## config.mk

```make
export PLATFORM = sky130hd
export DESIGN_NAME = text_glyph_pixel_renderer
export DESIGN_NICKNAME = d
export VERILOG_FILES = /design/src/design/tgr_pkg.sv /design/src/design/text_glyph_pixel_renderer.sv /design/src/design/tgr_front.sv /design/src/design/tgr_queue.sv /design/src/design/tgr_back.sv
export SDC_FILE = /design/constraint.sdc
export NUM_CORES = 2
export LEC_CHECK = 0
export ABC_AREA = 1
export BUFFER_PORTS_ARGS = -buffer_cell sky130_fd_sc_hd__buf_2
export CAP_MARGIN = 20
export CORE_AREA = 3 3 270 272
export CTS_CLUSTER_DIAMETER = 60
export CTS_CLUSTER_SIZE = 25
export DETAILED_ROUTE_END_ITERATION = 10
export DIE_AREA = 0 0 273 275
export PLACE_DENSITY = 0.77
export SLEW_MARGIN = 20
export SYNTH_ARGS = -nofsm -noshare
export SYNTH_HDL_FRONTEND = slang
export SYNTH_SLANG_ARGS = --single-unit
```

## constraint.sdc

```tcl
create_clock -name clk_i -period 6.9 [get_ports clk_i]
set_input_delay 0.345 -clock clk_i [delete_from_list [all_inputs] [get_ports clk_i]]
set_output_delay 0.345 -clock clk_i [all_outputs]
set_load 0.01 [all_outputs]
```

## src/design/tgr_pkg.sv

```systemverilog
// Package for the text glyph pixel renderer: beat types, configuration
// struct, register indexes, glyph and palette tables, colour packing.
// No dependencies; every other design file takes items from here by scoped name.
`default_nettype none

package tgr_pkg;

  // Configuration register indexes
  localparam logic [2:0] CFG_DISPLAY_ENABLE = 3'd0;
  localparam logic [2:0] CFG_LINE_PITCH     = 3'd1;
  localparam logic [2:0] CFG_SCREEN_WIDTH   = 3'd2;
  localparam logic [2:0] CFG_SCREEN_HEIGHT  = 3'd3;
  localparam logic [2:0] CFG_BITS_PER_PIXEL = 3'd4;
  localparam logic [2:0] CFG_RED_LAYOUT     = 3'd5;
  localparam logic [2:0] CFG_GREEN_LAYOUT   = 3'd6;
  localparam logic [2:0] CFG_BLUE_LAYOUT    = 3'd7;

  localparam int unsigned CFG_IDX_W  = 3;
  localparam int unsigned CFG_DATA_W = 16;

  // Supported colour depths
  localparam logic [5:0] BPP_15 = 6'd15;
  localparam logic [5:0] BPP_16 = 6'd16;
  localparam logic [5:0] BPP_24 = 6'd24;
  localparam logic [5:0] BPP_32 = 6'd32;

  // Character codes with their own glyphs
  localparam logic [7:0] CHAR_LOWER_A = 8'h61;
  localparam logic [7:0] CHAR_LOWER_Z = 8'h7a;
  localparam logic [7:0] CHAR_UPPER_A = 8'h41;
  localparam logic [7:0] CHAR_UPPER_Z = 8'h5a;
  localparam logic [7:0] CHAR_ZERO    = 8'h30;
  localparam logic [7:0] CHAR_NINE    = 8'h39;
  localparam logic [7:0] CHAR_DASH    = 8'h2d;
  localparam logic [7:0] CHAR_UNDER   = 8'h5f;
  localparam logic [7:0] CHAR_DOT     = 8'h2e;
  localparam logic [7:0] CHAR_COLON   = 8'h3a;
  localparam logic [7:0] CHAR_SLASH   = 8'h2f;
  localparam logic [7:0] CASE_FOLD    = 8'd32;

  // Queue between front and back
  localparam int unsigned Q_DEPTH = 2;
  localparam int unsigned Q_PTR_W = 1;
  localparam int unsigned Q_CNT_W = 2;

  // Input beat
  typedef struct packed {
    logic [10:0] cell_column;
    logic [10:0] cell_row;
    logic [7:0]  char_code;
    logic [7:0]  attribute;
  } cell_req_t;

  // Result beat
  typedef struct packed {
    logic [29:0] byte_offset;
    logic [31:0] pixel_value;
    logic [2:0]  byte_count;
    logic        last_pixel;
  } pixel_t;

  // Register file contents
  typedef struct packed {
    logic        display_enable;
    logic [15:0] line_pitch;
    logic [13:0] screen_width;
    logic [13:0] screen_height;
    logic [5:0]  bits_per_pixel;
    logic [8:0]  red_layout;
    logic [8:0]  green_layout;
    logic [8:0]  blue_layout;
  } cfg_t;

  // Eight glyph rows of five bits, top row at index 0; row 7 is always blank
  typedef logic [7:0][4:0] glyph_t;

  // Classified cell as handed from front to back
  typedef struct packed {
    logic [29:0] base_offset;
    logic [31:0] fg_value;
    logic [31:0] bg_value;
    logic [2:0]  byte_count;
    glyph_t      glyph;
  } cell_job_t;

  // Glyph words: top row in the upper five bits
  localparam logic [34:0] LETTER_ROM [26] = '{
    {5'd14, 5'd17, 5'd17, 5'd31, 5'd17, 5'd17, 5'd17},
    {5'd30, 5'd17, 5'd17, 5'd30, 5'd17, 5'd17, 5'd30},
    {5'd14, 5'd17, 5'd16, 5'd16, 5'd16, 5'd17, 5'd14},
    {5'd30, 5'd17, 5'd17, 5'd17, 5'd17, 5'd17, 5'd30},
    {5'd31, 5'd16, 5'd16, 5'd30, 5'd16, 5'd16, 5'd31},
    {5'd31, 5'd16, 5'd16, 5'd30, 5'd16, 5'd16, 5'd16},
    {5'd14, 5'd17, 5'd16, 5'd23, 5'd17, 5'd17, 5'd15},
    {5'd17, 5'd17, 5'd17, 5'd31, 5'd17, 5'd17, 5'd17},
    {5'd14, 5'd4,  5'd4,  5'd4,  5'd4,  5'd4,  5'd14},
    {5'd1,  5'd1,  5'd1,  5'd1,  5'd17, 5'd17, 5'd14},
    {5'd17, 5'd18, 5'd20, 5'd24, 5'd20, 5'd18, 5'd17},
    {5'd16, 5'd16, 5'd16, 5'd16, 5'd16, 5'd16, 5'd31},
    {5'd17, 5'd27, 5'd21, 5'd21, 5'd17, 5'd17, 5'd17},
    {5'd17, 5'd25, 5'd21, 5'd19, 5'd17, 5'd17, 5'd17},
    {5'd14, 5'd17, 5'd17, 5'd17, 5'd17, 5'd17, 5'd14},
    {5'd30, 5'd17, 5'd17, 5'd30, 5'd16, 5'd16, 5'd16},
    {5'd14, 5'd17, 5'd17, 5'd17, 5'd21, 5'd18, 5'd13},
    {5'd30, 5'd17, 5'd17, 5'd30, 5'd20, 5'd18, 5'd17},
    {5'd15, 5'd16, 5'd16, 5'd14, 5'd1,  5'd1,  5'd30},
    {5'd31, 5'd4,  5'd4,  5'd4,  5'd4,  5'd4,  5'd4},
    {5'd17, 5'd17, 5'd17, 5'd17, 5'd17, 5'd17, 5'd14},
    {5'd17, 5'd17, 5'd17, 5'd17, 5'd17, 5'd10, 5'd4},
    {5'd17, 5'd17, 5'd17, 5'd21, 5'd21, 5'd21, 5'd10},
    {5'd17, 5'd17, 5'd10, 5'd4,  5'd10, 5'd17, 5'd17},
    {5'd17, 5'd17, 5'd10, 5'd4,  5'd4,  5'd4,  5'd4},
    {5'd31, 5'd1,  5'd2,  5'd4,  5'd8,  5'd16, 5'd31}
  };

  localparam logic [34:0] DIGIT_ROM [10] = '{
    {5'd14, 5'd17, 5'd19, 5'd21, 5'd25, 5'd17, 5'd14},
    {5'd4,  5'd12, 5'd4,  5'd4,  5'd4,  5'd4,  5'd14},
    {5'd14, 5'd17, 5'd1,  5'd2,  5'd4,  5'd8,  5'd31},
    {5'd30, 5'd1,  5'd1,  5'd14, 5'd1,  5'd1,  5'd30},
    {5'd2,  5'd6,  5'd10, 5'd18, 5'd31, 5'd2,  5'd2},
    {5'd31, 5'd16, 5'd16, 5'd30, 5'd1,  5'd1,  5'd30},
    {5'd14, 5'd16, 5'd16, 5'd30, 5'd17, 5'd17, 5'd14},
    {5'd31, 5'd1,  5'd2,  5'd4,  5'd8,  5'd8,  5'd8},
    {5'd14, 5'd17, 5'd17, 5'd14, 5'd17, 5'd17, 5'd14},
    {5'd14, 5'd17, 5'd17, 5'd15, 5'd1,  5'd1,  5'd14}
  };

  // Palette entries as {red, green, blue}
  localparam logic [23:0] PALETTE [16] = '{
    {8'd0,   8'd0,   8'd0},   {8'd0,   8'd0,   8'd170},
    {8'd0,   8'd170, 8'd0},   {8'd0,   8'd170, 8'd170},
    {8'd170, 8'd0,   8'd0},   {8'd170, 8'd0,   8'd170},
    {8'd170, 8'd85,  8'd0},   {8'd170, 8'd170, 8'd170},
    {8'd85,  8'd85,  8'd85},  {8'd85,  8'd85,  8'd255},
    {8'd85,  8'd255, 8'd85},  {8'd85,  8'd255, 8'd255},
    {8'd255, 8'd85,  8'd85},  {8'd255, 8'd85,  8'd255},
    {8'd255, 8'd255, 8'd85},  {8'd255, 8'd255, 8'd255}
  };

  // Glyph for a character code; unknown codes come back blank
  function automatic glyph_t glyph_lookup(input logic [7:0] code);
    logic [7:0]  c;
    logic [34:0] w;
    glyph_t      g;
    c = code;
    if (c >= CHAR_LOWER_A && c <= CHAR_LOWER_Z) begin
      c = c - CASE_FOLD;
    end
    w = '0;
    if (c >= CHAR_UPPER_A && c <= CHAR_UPPER_Z) begin
      w = LETTER_ROM[5'(c - CHAR_UPPER_A)];
    end else if (c >= CHAR_ZERO && c <= CHAR_NINE) begin
      w = DIGIT_ROM[4'(c - CHAR_ZERO)];
    end else if (c == CHAR_DASH) begin
      w = {5'd0, 5'd0, 5'd0, 5'd31, 5'd31, 5'd0, 5'd0};
    end else if (c == CHAR_UNDER) begin
      w = {5'd0, 5'd0, 5'd0, 5'd0, 5'd0, 5'd0, 5'd31};
    end else if (c == CHAR_DOT) begin
      w = {5'd0, 5'd0, 5'd0, 5'd0, 5'd0, 5'd0, 5'd4};
    end else if (c == CHAR_COLON) begin
      w = {5'd0, 5'd0, 5'd4, 5'd0, 5'd0, 5'd4, 5'd0};
    end else if (c == CHAR_SLASH) begin
      w = {5'd0, 5'd2, 5'd2, 5'd4, 5'd8, 5'd16, 5'd0};
    end
    g = '0;
    for (int i = 0; i < 7; i++) begin
      g[i] = w[34 - 5 * i -: 5];
    end
    return g;
  endfunction

  // One channel at its position; narrow depths first drop to the channel size
  function automatic logic [31:0] pack_channel(input logic [7:0] level,
                                               input logic [8:0] layout,
                                               input logic       narrow);
    logic [3:0] size;
    logic [7:0] lvl;
    size = (layout[3:0] > 4'd8) ? 4'd8 : layout[3:0];
    lvl  = narrow ? (level >> (4'd8 - size)) : level;
    return 32'(lvl) << layout[8:4];
  endfunction

  // Packed colour of a palette index
  function automatic logic [31:0] colour_of(input logic [3:0] index,
                                            input logic       narrow,
                                            input cfg_t       cfg);
    logic [23:0] rgb;
    rgb = PALETTE[index];
    return pack_channel(rgb[23:16], cfg.red_layout, narrow) |
           pack_channel(rgb[15:8], cfg.green_layout, narrow) |
           pack_channel(rgb[7:0], cfg.blue_layout, narrow);
  endfunction

endpackage

`default_nettype wire

```

## src/design/text_glyph_pixel_renderer.sv

```systemverilog
// Top level of the text glyph pixel renderer: register file, front end,
// cell queue and pixel back end. Uses tgr_pkg, tgr_front, tgr_queue, tgr_back.
//
// Usage:
//   Cell requests arrive on cell_i and are taken at a rising edge where start
//   is high and busy is low. A cell that is off screen, or arrives while the
//   display is disabled or the depth is unsupported, is taken and dropped.
//   Every other cell produces 64 pixel beats on pixel_o, marked by
//   pixel_valid_o for one cycle each, top row first and left to right, with
//   last_pixel on the 64th. On its way to the ports a cell passes the front
//   stage register, the queue, the back end's job register and its pixel
//   register. Throughput is one pixel per cycle, set by the back end's pixel
//   walker; a queued cell follows the last one without a gap. The front
//   end and a two-entry queue hold up to three further cells, so busy only
//   rises when those are all full.
//   Configuration is written through cfg_we_i, cfg_idx_i and cfg_wdata_i by
//   the user only while no cell is in flight; the block does not enforce it.
//   Reset clears the registers to their defaults (display off, 32 bpp,
//   8x8 screen) and empties the pipeline. The receiver cannot stall beats.
`default_nettype none

module text_glyph_pixel_renderer (
  input  wire                                   clk_i,
  input  wire                                   rst_ni,
  input  wire                                   cfg_we_i,
  input  wire [tgr_pkg::CFG_IDX_W-1:0]          cfg_idx_i,
  input  wire [tgr_pkg::CFG_DATA_W-1:0]         cfg_wdata_i,
  input  wire                                   start,
  output logic                                  busy,
  input  tgr_pkg::cell_req_t                    cell_i,
  output logic                                  pixel_valid_o,
  output tgr_pkg::pixel_t                       pixel_o
);

  tgr_pkg::cfg_t      cfg_q;
  tgr_pkg::cfg_t      cfg_d;
  logic               accept;
  logic               push;
  logic               q_full;
  logic               q_valid;
  logic               pop;
  tgr_pkg::cell_job_t push_job;
  tgr_pkg::cell_job_t pop_job;

  assign accept = start && !busy;

  // Register file
  always_comb begin
    cfg_d = cfg_q;
    if (cfg_we_i) begin
      unique case (cfg_idx_i)
        tgr_pkg::CFG_DISPLAY_ENABLE: cfg_d.display_enable = cfg_wdata_i[0];
        tgr_pkg::CFG_LINE_PITCH:     cfg_d.line_pitch     = cfg_wdata_i;
        tgr_pkg::CFG_SCREEN_WIDTH:   cfg_d.screen_width   = cfg_wdata_i[13:0];
        tgr_pkg::CFG_SCREEN_HEIGHT:  cfg_d.screen_height  = cfg_wdata_i[13:0];
        tgr_pkg::CFG_BITS_PER_PIXEL: cfg_d.bits_per_pixel = cfg_wdata_i[5:0];
        tgr_pkg::CFG_RED_LAYOUT:     cfg_d.red_layout     = cfg_wdata_i[8:0];
        tgr_pkg::CFG_GREEN_LAYOUT:   cfg_d.green_layout   = cfg_wdata_i[8:0];
        tgr_pkg::CFG_BLUE_LAYOUT:    cfg_d.blue_layout    = cfg_wdata_i[8:0];
      endcase
    end
  end

  always_ff @(posedge clk_i or negedge rst_ni) begin
    if (!rst_ni) begin
      cfg_q.display_enable <= 1'b0;
      cfg_q.line_pitch     <= '0;
      cfg_q.screen_width   <= 14'd8;
      cfg_q.screen_height  <= 14'd8;
      cfg_q.bits_per_pixel <= tgr_pkg::BPP_32;
      cfg_q.red_layout     <= '0;
      cfg_q.green_layout   <= '0;
      cfg_q.blue_layout    <= '0;
    end else begin
      cfg_q <= cfg_d;
    end
  end

  tgr_front u_front (
    .clk_i    (clk_i),
    .rst_ni   (rst_ni),
    .cfg_i    (cfg_q),
    .accept_i (accept),
    .cell_i   (cell_i),
    .busy_o   (busy),
    .push_o   (push),
    .job_o    (push_job),
    .q_full_i (q_full)
  );

  tgr_queue u_queue (
    .clk_i       (clk_i),
    .rst_ni      (rst_ni),
    .push_i      (push),
    .push_data_i (push_job),
    .full_o      (q_full),
    .pop_i       (pop),
    .valid_o     (q_valid),
    .pop_data_o  (pop_job)
  );

  tgr_back u_back (
    .clk_i         (clk_i),
    .rst_ni        (rst_ni),
    .line_pitch_i  (cfg_q.line_pitch),
    .q_valid_i     (q_valid),
    .q_data_i      (pop_job),
    .pop_o         (pop),
    .pixel_valid_o (pixel_valid_o),
    .pixel_o       (pixel_o)
  );

`ifndef NO_ASSERTIONS
  // A cell's 64 beats come out without a gap
  a_beats_contiguous: assert property (@(posedge clk_i) disable iff (!rst_ni)
    pixel_valid_o && !pixel_o.last_pixel |=> pixel_valid_o)
    else $error("gap inside a cell's pixel beats");

  // Byte count stays fixed across one cell
  a_count_stable: assert property (@(posedge clk_i) disable iff (!rst_ni)
    pixel_valid_o && !pixel_o.last_pixel |=> $stable(pixel_o.byte_count))
    else $error("byte count changed inside a cell");

  // Busy is only raised with the queue full
  a_busy_full: assert property (@(posedge clk_i) disable iff (!rst_ni)
    busy |-> q_full && !push)
    else $error("busy without a full queue");
`endif

endmodule

`default_nettype wire

```

## src/design/tgr_front.sv

```systemverilog
// Front end: takes cell requests, drops those that give no output, looks up
// glyph and colours, then works out the cell's base byte offset. Uses tgr_pkg.
`default_nettype none

module tgr_front (
  input  wire                  clk_i,
  input  wire                  rst_ni,
  input  tgr_pkg::cfg_t        cfg_i,
  input  wire                  accept_i,
  input  tgr_pkg::cell_req_t   cell_i,
  output logic                 busy_o,
  output logic                 push_o,
  output tgr_pkg::cell_job_t   job_o,
  input  wire                  q_full_i
);

  typedef struct packed {
    logic [10:0]     cell_column;
    logic [10:0]     cell_row;
    logic [31:0]     fg_value;
    logic [31:0]     bg_value;
    logic [2:0]      byte_count;
    tgr_pkg::glyph_t glyph;
  } stage_t;

  logic        in_ok;
  logic        bpp_ok;
  logic        narrow;
  logic [2:0]  nbytes;
  logic [31:0] vmask;
  stage_t      stage_d, stage_q;
  logic        stage_valid_d, stage_valid_q;

  // Depth decode
  always_comb begin
    bpp_ok = 1'b1;
    narrow = 1'b0;
    nbytes = 3'd4;
    vmask  = 32'hFFFF_FFFF;
    unique case (cfg_i.bits_per_pixel)
      tgr_pkg::BPP_15, tgr_pkg::BPP_16: begin
        narrow = 1'b1;
        nbytes = 3'd2;
        vmask  = 32'h0000_FFFF;
      end
      tgr_pkg::BPP_24: begin
        nbytes = 3'd3;
        vmask  = 32'h00FF_FFFF;
      end
      tgr_pkg::BPP_32: begin
        nbytes = 3'd4;
      end
      default: bpp_ok = 1'b0;
    endcase
  end

  // Classify and look up the cell
  always_comb begin
    in_ok = cfg_i.display_enable && bpp_ok &&
            (cell_i.cell_column < cfg_i.screen_width[13:3]) &&
            (cell_i.cell_row < cfg_i.screen_height[13:3]);
    stage_d.cell_column = cell_i.cell_column;
    stage_d.cell_row    = cell_i.cell_row;
    stage_d.byte_count  = nbytes;
    stage_d.glyph       = tgr_pkg::glyph_lookup(cell_i.char_code);
    stage_d.fg_value    = tgr_pkg::colour_of(cell_i.attribute[3:0], narrow, cfg_i) & vmask;
    stage_d.bg_value    = tgr_pkg::colour_of(cell_i.attribute[7:4], narrow, cfg_i) & vmask;
  end

  // Hand-off to the queue
  assign push_o = stage_valid_q && !q_full_i;
  assign busy_o = stage_valid_q && q_full_i;

  always_comb begin
    stage_valid_d = stage_valid_q;
    if (accept_i) begin
      stage_valid_d = in_ok;
    end else if (push_o) begin
      stage_valid_d = 1'b0;
    end
  end

  always_ff @(posedge clk_i or negedge rst_ni) begin
    if (!rst_ni) begin
      stage_valid_q <= 1'b0;
    end else begin
      stage_valid_q <= stage_valid_d;
    end
  end

  always_ff @(posedge clk_i) begin
    if (accept_i) begin
      stage_q <= stage_d;
    end
  end

  // Base offset: top-left pixel of the cell, wrapped to 30 bits
  always_comb begin
    job_o.base_offset = 30'(30'({stage_q.cell_row, 3'b000}) * 30'(cfg_i.line_pitch)) +
                        30'(30'({stage_q.cell_column, 3'b000}) * 30'(stage_q.byte_count));
    job_o.fg_value    = stage_q.fg_value;
    job_o.bg_value    = stage_q.bg_value;
    job_o.byte_count  = stage_q.byte_count;
    job_o.glyph       = stage_q.glyph;
  end

endmodule

`default_nettype wire

```

## src/design/tgr_queue.sv

```systemverilog
// Short queue of classified cells between front and back ends.
// Uses tgr_pkg for the entry type and depth constants.
`default_nettype none

module tgr_queue (
  input  wire                  clk_i,
  input  wire                  rst_ni,
  input  wire                  push_i,
  input  tgr_pkg::cell_job_t   push_data_i,
  output logic                 full_o,
  input  wire                  pop_i,
  output logic                 valid_o,
  output tgr_pkg::cell_job_t   pop_data_o
);

  tgr_pkg::cell_job_t                 mem_q [tgr_pkg::Q_DEPTH];
  logic [tgr_pkg::Q_PTR_W-1:0]        wr_ptr_d, wr_ptr_q;
  logic [tgr_pkg::Q_PTR_W-1:0]        rd_ptr_d, rd_ptr_q;
  logic [tgr_pkg::Q_CNT_W-1:0]        count_d, count_q;
  logic                               do_push, do_pop;

  assign full_o     = (count_q == tgr_pkg::Q_CNT_W'(tgr_pkg::Q_DEPTH));
  assign valid_o    = (count_q != '0);
  assign do_push    = push_i && !full_o;
  assign do_pop     = pop_i && valid_o;
  assign pop_data_o = mem_q[rd_ptr_q];

  // Pointer and fill bookkeeping
  always_comb begin
    wr_ptr_d = do_push ? wr_ptr_q + 1'b1 : wr_ptr_q;
    rd_ptr_d = do_pop ? rd_ptr_q + 1'b1 : rd_ptr_q;
    count_d  = count_q;
    if (do_push && !do_pop) begin
      count_d = count_q + 1'b1;
    end else if (do_pop && !do_push) begin
      count_d = count_q - 1'b1;
    end
  end

  always_ff @(posedge clk_i or negedge rst_ni) begin
    if (!rst_ni) begin
      wr_ptr_q <= '0;
      rd_ptr_q <= '0;
      count_q  <= '0;
    end else begin
      wr_ptr_q <= wr_ptr_d;
      rd_ptr_q <= rd_ptr_d;
      count_q  <= count_d;
    end
  end

  always_ff @(posedge clk_i) begin
    if (do_push) begin
      mem_q[wr_ptr_q] <= push_data_i;
    end
  end

endmodule

`default_nettype wire

```

## src/design/tgr_back.sv

```systemverilog
// Back end: expands one queued cell into 64 pixel beats, one per cycle,
// row by row. Uses tgr_pkg for the job and pixel types.
`default_nettype none

module tgr_back (
  input  wire                  clk_i,
  input  wire                  rst_ni,
  input  wire [15:0]           line_pitch_i,
  input  wire                  q_valid_i,
  input  tgr_pkg::cell_job_t   q_data_i,
  output logic                 pop_o,
  output logic                 pixel_valid_o,
  output tgr_pkg::pixel_t      pixel_o
);

  tgr_pkg::cell_job_t job_q;
  logic               active_d, active_q;
  logic [5:0]         cnt_d, cnt_q;
  logic [29:0]        row_off_d, row_off_q;
  logic [4:0]         col_off_d, col_off_q;
  logic               strobe_d, strobe_q;
  tgr_pkg::pixel_t    pixel_d, pixel_q;
  logic [2:0]         px;
  logic [2:0]         py;
  logic [7:0]         row_bits;
  logic               pix_on;

  assign px = cnt_q[2:0];
  assign py = cnt_q[5:3];

  // Next cell is taken while the last beat of the current one is being registered
  assign pop_o = q_valid_i && (!active_q || cnt_q == 6'd63);

  // Glyph bit for this pixel: columns 1..5 map to bits 4..0, others read zero
  always_comb begin
    row_bits = {3'b000, job_q.glyph[py]};
    pix_on   = row_bits[3'(3'd5 - px)];
  end

  // Beat generation and walk through the cell
  always_comb begin
    active_d  = active_q;
    cnt_d     = cnt_q;
    row_off_d = row_off_q;
    col_off_d = col_off_q;
    strobe_d  = active_q;
    pixel_d.byte_offset = row_off_q + 30'(col_off_q);
    pixel_d.pixel_value = pix_on ? job_q.fg_value : job_q.bg_value;
    pixel_d.byte_count  = job_q.byte_count;
    pixel_d.last_pixel  = (cnt_q == 6'd63);
    if (active_q) begin
      cnt_d = cnt_q + 6'd1;
      if (px == 3'd7) begin
        row_off_d = row_off_q + 30'(line_pitch_i);
        col_off_d = '0;
      end else begin
        col_off_d = col_off_q + 5'(job_q.byte_count);
      end
      if (cnt_q == 6'd63) begin
        active_d = 1'b0;
      end
    end
    if (pop_o) begin
      active_d  = 1'b1;
      cnt_d     = '0;
      row_off_d = q_data_i.base_offset;
      col_off_d = '0;
    end
  end

  always_ff @(posedge clk_i or negedge rst_ni) begin
    if (!rst_ni) begin
      active_q <= 1'b0;
      cnt_q    <= '0;
      strobe_q <= 1'b0;
    end else begin
      active_q <= active_d;
      cnt_q    <= cnt_d;
      strobe_q <= strobe_d;
    end
  end

  always_ff @(posedge clk_i) begin
    row_off_q <= row_off_d;
    col_off_q <= col_off_d;
    pixel_q   <= pixel_d;
    if (pop_o) begin
      job_q <= q_data_i;
    end
  end

  assign pixel_valid_o = strobe_q;
  assign pixel_o       = pixel_q;

endmodule

`default_nettype wire
```

==> metrics.csv <==
metric;value;unit
final net count;5063;
Final period util;0.9380;
Seq/Total Area, Yosys;0.4722;
vias in the first global route;31241;
average wire per standard cell;19.44;um
io pins;129;
Reg2Reg Setup Slack;0.43;ns
H-tree depth;2;
number of flops mapped to enable cells by yosys;514;
WHS Endpoint;u_front.stage_valid_q;
first-pass GRT wire length;172.9;mm
R2R Path Start;u_front.stage_q[114];
Synth top area share;0.3838;
initial drt markers;3238;
drt pass-1 iters;7;
Site Rows;98;
minimum clock period;6.472;ns
Fill cells;5953;
Cell Area, Placed;0.04167;mm^2
layout overhead on the synthesized area;9.350;%
Synth Flop Type;edfxtp_1;
met3 Use GR;0.03698;
CP required;7.27;ns
chip height;275;um
min-delay worst type;in -> reg;
Pleak;20.21;nW
antenna violations before repair;0;
post-synthesis xor/xnor area fraction;0.02256;
CTS buffer count;48;
largest net degree at the start of global routing;74;
final antenna-violating net count;0;
crit path kind;reg -> reg;
Clock Path Buffers;3;
Hold Vio Cnt, Final;0;
Synth Warn #;0;
FMAX;154.5;MHz
GR Util met1;0.3904;
crit path DAT;6.84;ns
Most Used Layer, Global Route;met2;
post-synthesis compound-gate area fraction;0.06773;
GRT met2 Usage;0.4866;
CP endpoint kind;flop;
flops & latches, synth;670;
Core Footprint;0.07100;mm^2
CTS tree;done;
CTS root buf;clkbuf_16;
Overflow after GRT;0;
Least-Margin Pin Slew;1.114;ns
Async S/R FF share, synth;0.1269;
vias per cell;5.695;
syn_nets;4989;
Die Width;273;um
worst hold stages;2;
commonest non-fill, non-tap cell in the layout;nand2_1;
max_cap viols;0;
hold slack;0.04718;ns
die area;0.07508;mm^2
Crit Reg-Reg Endpoint;u_queue.mem_q[0][127];
Initial Util;0.5664;
later-pin clock latency in the skew report;0.64;ns
worst r2r path cells;25;
Worst Setup Start Kind;flop;
final WL;110.7;mm
main combinational cell family by area after synthesis;simple AND/OR/NAND/NOR gates;
Final Slew Violations;0;
Mean Syn Cell Area;8.684;um^2
Residual DRC;0;
Post-Synthesis Cells;4631;
clock skew;0.03977;ns
Power Density;497.6;mW/mm^2
mux cell area share after synthesis;0.0008090;
gr usage total;0.2943;
leading post-synthesis cells by cell area;edfxtp_1 38%, nand2_1 13%, fa_1 6.9%, nand3_1 6.8%, inv_1 5.1%;
post-DP HPWL;80.51;mm
status;complete, no violations;
Rel. slew slack;0.2528;
area taken by multi-input logic gates;0.01830;mm^2
Crit Path Max Fanout;6;
I/O Buffers;128;
routability congestion estimate;1.032;
Sink Count;670;
register area;0.01899;mm^2
HP Start;start;
layout cell share with drive strength beyond 1;0.07903;
final number of setup-violating endpoints;0;
VDD IR-drop max;0.5399;mV
ANT cells;0;
Synth area leader;edfxtp_1;
Mapped Area;0.04021;mm^2
Distinct cells, synth;67;
via count;32434;
most frequent cells in the layout;1387 x nand2_1, 544 x inv_1, 542 x nand3_1, 514 x edfxtp_1, 191 x nor2_1;
simple-gate portion of the synthesized area;0.2442;
Reg clk slew, reported paths;0.09;ns
final instance area;0.04397;mm^2
adder-cell share of the synthesized area;0.1184;
-- synthesized netlist by cell type (4+ instances only) --
| master | number |
|---|---|
| xnor2_1 | 31 |
| nand2_1 | 1389 |
| inv_1 | 548 |
| buf_2 | 16 |
| o21ai_0 | 189 |
| edfxtp_1 | 514 |
| nor2_4 | 5 |
| clkinv_1 | 11 |
| a31oi_1 | 8 |
| nand3_2 | 7 |
| fa_1 | 139 |
| nand3b_1 | 4 |
| buf_1 | 30 |
| xor2_1 | 67 |
| nand2_2 | 19 |
| o2111ai_1 | 4 |
| o211ai_1 | 23 |
| buf_4 | 5 |
| ha_1 | 158 |
| nand4_1 | 83 |
| a21o_1 | 18 |
| o31ai_1 | 4 |
| or2_2 | 4 |
| a21oi_1 | 147 |
| dfrtp_1 | 82 |
| dfxtp_1 | 71 |
| nor4_1 | 5 |
| nor2_1 | 194 |
| inv_2 | 16 |
| o21ai_1 | 26 |
| a31o_2 | 4 |
| nor3_1 | 28 |
| nand3_1 | 543 |
| o21bai_1 | 7 |
| o221ai_1 | 16 |
| nor2_2 | 10 |
| clkbuf_1 | 153 |
-- flip-flops by register name (all words and copies together) (netlist names) --
signal	count
u_queue.mem_q	258
u_back.job_q	102
u_front.job_o	102
cfg_q	72
u_back.pixel_o	66
u_back.row_off_q	30
u_front.stage_q	22
u_back.cnt_q	6
u_back.col_off_q	5
u_queue.count_q	2
u_back.active_q	1
u_back.pixel_valid_o	1
u_front.stage_valid_q	1
u_queue.rd_ptr_q	1
u_queue.wr_ptr_q	1
-- repair_timing --
item                                    4_1_cts  5_1_grt
hold buffers                                 37        0
resized for setup                             0        9
endpoints found under the hold margin        66        0
setup buffers                                 0        9
endpoints found under the setup margin        0       14
-- cells by family (layout without fill, tap and decap cells) --
group | after synthesis | count (layout)
AOI/OAI and AO/OA | 477 | 477
xor gates and xnor gates | 101 | 101
adders and majority gates | 297 | 297
buffers and inverters | 781 | 895
DFF | 670 | 670
muxes | 3 | 3
and+or+nand+nor | 2302 | 2302
-- stage by stage --
stage / worst slack [ns] / std cells / util / total power [W] / setup TNS [ns]
detailed placement: 0.2321 / 5559 / 0.5870 / 0.01842 / 0
floorplan: 0.1408 / 4631 / - / 0.01494 / 0
global placement: 0.3806 / 5559 / 0.5870 / 0.01816 / 0
CTS: 0.1780 / 5686 / 0.6179 / 0.02165 / 0
global route: -0.006886 / 5695 / 0.6194 / 0.02358 / -0.01339
finish: 0.4280 / 5695 / 0.6194 / 0.02188 / 0
-- how the worst max path moves through the flow --
stage                          from                    end  slack (ns)  depth (start not counted)
3_3_place_gp   u_front.stage_q[111]  u_queue.mem_q[0][130]        0.38                         27
3_5_place_dp   u_front.stage_q[111]  u_queue.mem_q[0][130]        0.23                         27
4_1_cts        u_front.stage_q[111]  u_queue.mem_q[0][130]        0.18                         27
2_1_floorplan    u_queue.count_q[0]    u_queue.mem_q[1][0]        0.14                          4
5_1_grt        u_front.stage_q[112]  u_queue.mem_q[0][130]      -0.007                         30
6_report       u_front.stage_q[114]  u_queue.mem_q[0][127]        0.43                         25
-- area by class of cell --
type | instances | area share
Multi-Input combinational cell | 3180 | 0.4162
Clock inverter | 31 | 0.01175
Sequential cell | 670 | 0.4319
Timing Repair Buffer | 230 | 0.03414
Tap cell | 950 | 0.02703
Clock buffer | 59 | 0.02968
Inverter | 575 | 0.04925
-- metal layers --
layer	wire, um	vias to the layer above
li1	-	15429
met2	51980	1429
met4	5524	0
met1	45040	15320
met3	8189	256
met5	0	-
-- worst max-delay path, stage by stage (launching register included) --
cell and delay, ns:
edfxtp_1 0.49, nand2_1 0.10, inv_1 0.05, fa_1 0.47, inv_1 0.05, fa_1 0.57, inv_1 0.07, fa_1 0.52
fa_1 0.55, inv_1 0.06, fa_1 0.53, inv_1 0.04, ha_1 0.35, a21oi_1 0.24, o21ai_1 0.13, a21oi_1 0.27
xnor2_1 0.18, ha_1 0.31, a21oi_1 0.22, nor2_1 0.07, a211oi_1 0.25, o21ai_1 0.17, nand3_2 0.14, nor2_4 0.05
and2_1 0.16, xor2_1 0.15
-- power by group --
part / total [W] / switching [W] / internal, W
clock: 0.00319 / 0.00160 / 0.00159
sequential: 0.00633 / 0.000505 / 0.00583
combinational: 0.0124 / 0.00833 / 0.00403
(Power assumes the default switching activity.)
